File: src/ffba_ram.sv
// ----------------------------------------------------------------------------
// ffba_ram: generic single-write, single-read RAM
// One write port and one read port; read data is registered.
// ----------------------------------------------------------------------------
module ffba_ram #(
   parameter int WIDTH = 8,
   parameter int DEPTH = 256
) (
   input  logic                     clock,
   input  logic                     wr_en,
   input  logic [$clog2(DEPTH)-1:0] wr_addr,
   input  logic [WIDTH-1:0]         wr_data,
   input  logic [$clog2(DEPTH)-1:0] rd_addr,
   output logic [WIDTH-1:0]         rd_data
);

   logic [WIDTH-1:0] mem [DEPTH];
   logic [WIDTH-1:0] rd_data_ff;

   always_ff @(posedge clock) begin
      if (wr_en) begin
         mem[wr_addr] <= wr_data;
      end
      rd_data_ff <= mem[rd_addr];
   end

   assign rd_data = rd_data_ff;

endmodule

File: config.mk
export PLATFORM = sky130hd
export DESIGN_NAME = ffba_ram
export DESIGN_NICKNAME = d
export VERILOG_FILES = /design/src/ffba_ram.sv
export SDC_FILE = /design/constraint.sdc
export NUM_CORES = 2
export LEC_CHECK = 0
export BUFFER_PORTS_ARGS = -buffer_cell sky130_fd_sc_hd__buf_2
export CAP_MARGIN = 20
export CORE_ASPECT_RATIO = 1.4
export CORE_MARGIN = 2
export CORE_UTILIZATION = 23
export CTS_CLUSTER_SIZE = 14
export DETAILED_ROUTE_END_ITERATION = 7
export PLACE_DENSITY_LB_ADDON = 0.3
export SYNTH_ARGS = -nofsm -noshare
export SYNTH_HDL_FRONTEND = slang
export SYNTH_SLANG_ARGS = --single-unit
File: constraint.sdc
create_clock -name clock -period 4.4 [get_ports clock]
set_clock_uncertainty 0.15 [all_clocks]
set_input_delay 0.88 -clock clock [delete_from_list [all_inputs] [get_ports clock]]
set_output_delay 0.88 -clock clock [all_outputs]
set_load 0.05 [all_outputs]
# == Word-level counts from Yosys, hierarchy flattened ==
# Memories as Yosys holds them, arrays and structs flattened. A register that Yosys moved wholly into a read port is not among the register bits.
# Cells that the tools add are included.
# classes
add_sub_neg,0
n_mul,0
n_div,0
magnitude_cmp,0
eq_ne,0
shift,0
n_mux,2
bitwise_logic,0
n_reduce_logical,0
# op_table
operator,n
$mux W1,2
# totals
register_bits,0
latchBits,0
ram_bits,2048
mem_bits_ro,0
input_bits,26
out_inout_bits,8
elab_cells,3
mem_count,1
# mem_list
memory,depth,word_bits,rd,rd_clocked_by_memory_dff,write_ports,line,text
mem,256,8,1,1,1,17,logic [WIDTH-1:0] mem [DEPTH];

# == Depth between registers and ports, before layout ==
# logic_depth
ltp_word,2
ltp_mapped,11
depth_no_buf,6

# == Least setup slack after synthesis ==
# No wires, ideal clock.
# synth_timing
path_kind,input port to flip-flop
start,in rd_addr[0]
end,"reg rd_data_ff[2], in the netlist rd_data[2], read port of mem"
setup_ps,131
arrival_ps,2687
required_ps,4119
setup_slack_ps,1432
cell_stages,9
path_buffers,4
path_cell_list,buf_6 > buf_12 > buf_8 > buf_2 > mux4_2 > a22oi_1 > a21oi_1 > nor4_1 > nor4_2
# synth_lines
element,line,text
start: declaration,13,"input logic [$clog2(DEPTH)-1:0] rd_addr,"
end: declaration,18,logic [WIDTH-1:0] rd_data_ff;

==> results.md <==
* Drt pass-1 iters at 5
* DRC violations left at 0
* Die Y at roughly 700 µm
* Number of max-cap violations at 0
* Fin crit share at 0.788
* GPL Wtd Cong at approximately 0.8
* R2r setup slk at 1.43 ns
* R2r startpoint: mem[67][1]
* Actual slew at the worst max-slew pin at ~1.3 ns
* Reg clk slew, reported paths at roughly 0.06 ns
* Register area share after synthesis at 0.775
* Mapped Cells at 3733
* Syn nets at 3759
* Placeable Area at about 340000 µm²
* First-pass GRT wire length at 320000 µm
* Finish-stage setup viols at 0
* Initial Util at 0.231
* Worst VDD drop at 0.000269 V
* Most frequent cells in the layout: 2048 x edfxtp_1, 454 x mux4_2, 359 x buf_4
* Worst Path Required at ~5 ns
* Clock Latency Late Sink at 0.86 ns
* CTS resizes at 0
* Pin count of the biggest net entering global routing at between 100 and 150
* Starting DRT DRC Count at about 3.2k
* Place WS at -0.0292 ns
* Final WS setup at just over 0.9 ns
* Final wirelength at 227000 µm
* Fin crit period at around 3.5 ns
* Fin. max-slew vios at 0
* Fin util at 0.272
* Setup Crit Path Kind: input port to flip-flop
* Mean area per synthesized cell at approximately 21 µm²
* Hold Fails Final Rpt at 0
* GRT Total Usage at 0.127
* Vias at between 30k and 40k
* Layout cells sized above 1 at 0.272
* Worst setup EP type: flip-flop
* Die footprint at approximately 350000 µm²
* CTS sink count at 2056
* Post-CTS Setup Inserts at 0
* Clk buf depth at 4
* Reg2Reg Depth at 6
* Asr flop ratio synth at 0
* Remaining global-route overflow at 0
* Initial antenna violation count at 10
* Status: complete, no violations
* TritonCTS Buffers at about 190
* Post-Layout Inst Area at ~93000 µm²
* Vias in the first global route at roughly 41k
* Io pins at 34
* Placed Area at slightly below 90000 µm²
* P_leak at roughly 29 nW
* Hold_buf cts at 0
* Synthesized area at 79600 µm²
* DR vias/cell at 4.43
* RSZ-0062 raised after global routing: no
* Type of the worst min-delay path: input port to flip-flop
* Number of synthesized flops with an enable pin at around 2k
* CP startpoint: rd_addr[1]
* Die X at 501 µm
* Ys Warns at 0
* Yosys cell types at 55
* CP endpoint: rd_data[0]
* Final hold slack at around 0.33 ns
* H-tree Lvls at 4
* Rows at approximately 260
* WL per Instance at between 20 and 30 µm
* CTS tree: built
* Total power at roughly 0.040 W
* Dominant synthesized flop cell: edfxtp_1
* FF+latch count, synth at 2056
* Area grow syn2layout at 17.5%
* Final net count at between 4k and 5k
* CTS root buf: clkbuf_16
* Post-route ant nets at 0
* Max-slew headroom at 0.136
* Critical Path AT at 4.09 ns
* FMAX at about 0.29 GHz
* Startpoint Class: input port
* Crit Path Max Fanout at 64
* Post-DP HPWL at 147000 µm
* Crit Reg-Reg Endpoint: rd_data[1]
* Port bufs at 33
* Commonest non-fill, non-tap cell in the layout: edfxtp_1
* Power density cells at 428 nW/µm²
sequential cells by signal, summed over array words and instances (netlist names):
register,cells
mem,2048
rd_data,8
critical path: stages:
cell and delay [ns]:
buf_8 0.49, mux4_2 0.38, o22a_1 0.14, o21ai_0 0.21, a2111oi_0 1.08, nor3_1 0.21, buf_4 0.26, nor4_2 0.24
metal layers:
layer  wire, µm  up-vias  global-route usage  share of wire
li1           -    16500                   -              -
met1      85400    21100               0.148           0.38
met2     123000      972               0.238           0.54
met3       9730      333              0.0146          0.043
met4       8480        0              0.0465          0.037
met5          0        -                   0              0
synth_stat cells (all sizes together), types with 2 or more instances:
cell | n | area, µm²
buf | 122 | 1030
o22ai | 28 | 175
nand2b | 8 | 50.1
nand3 | 34 | 170
a311oi | 2 | 17.5
and2 | 6 | 37.5
mux2i | 134 | 1340
nand3b | 2 | 15.0
and3b | 2 | 17.5
a22oi | 133 | 998
o21ai | 12 | 60.1
nand4 | 10 | 62.6
nand2 | 33 | 124
or2 | 4 | 25.0
a31oi | 2 | 12.5
nor4 | 27 | 188
a22o | 8 | 70.1
a21oi | 96 | 480
clkbuf | 111 | 417
a221oi | 14 | 129
nor2b | 31 | 194
o221ai | 47 | 418
o211ai | 10 | 75.1
o22a | 5 | 43.8
nor3 | 22 | 110
a2111oi | 5 | 52.6
dfxtp | 8 | 160
a211oi | 16 | 120
nor2 | 282 | 1060
edfxtp | 2048 | 61500
mux4 | 456 | 10300
o32ai | 5 | 51.3
layout make-up:
type	count	area [µm²]
Multi-Input combinational cell	1442	16500
Sequential cell	2056	61700
Clock buffer	249	5170
Timing Repair Buffer	430	3740
Antenna cell	11	27.5
Clock inverter	83	719
Fill cell	34000	251000
Tap cell	4497	5630
Inverter	2	7.51
metrics by stage:
stage,instances,setup TNS (ns)
6_report,8770,0
5_1_grt,8760,0
4_1_cts,8759,0
3_5_place_dp,8427,-0.0292
3_3_place_gp,8424,-0.870
2_1_floorplan,3733,0
how the worst min path moves through the flow:
stage                       end        from  depth (start not counted)  slack (ns)
floorplan            rd_data[3]  mem[40][3]                          6        0.62
global placement     rd_data[6]  mem[20][6]                          7        1.02
detailed placement   rd_data[3]  mem[78][3]                          5        0.99
CTS                 mem[222][1]  wr_data[1]                          1        0.34
global route          mem[8][0]  wr_data[0]                          1        0.36
finish                mem[8][0]  wr_data[0]                          1        0.33
kinds of logic after synthesis:
kind of cell | after synthesis | synth area share
AND/OR/NAND/NOR | 466 | 0.0263
multiplexers | 591 | 0.146
buffers and inverters | 235 | 0.0183
AO/OA/AOI/OAI | 385 | 0.0342
flip-flops | 2056 | 0.775
power breakdown:
| part | leakage (nW) | total, W | internal (W) | switching, W |
|---|---|---|---|---|
| Clock | 2.88 | 0.0162 | 0.00901 | 0.00720 |
| Combinational | 7.17 | 0.00219 | 0.000750 | 0.00144 |
| Sequential | 18.5 | 0.0216 | 0.0216 | 0.0000554 |
| Total | 28.5 | 0.0400 | 0.0313 | 0.00869 |
(Power assumes the default switching activity.)
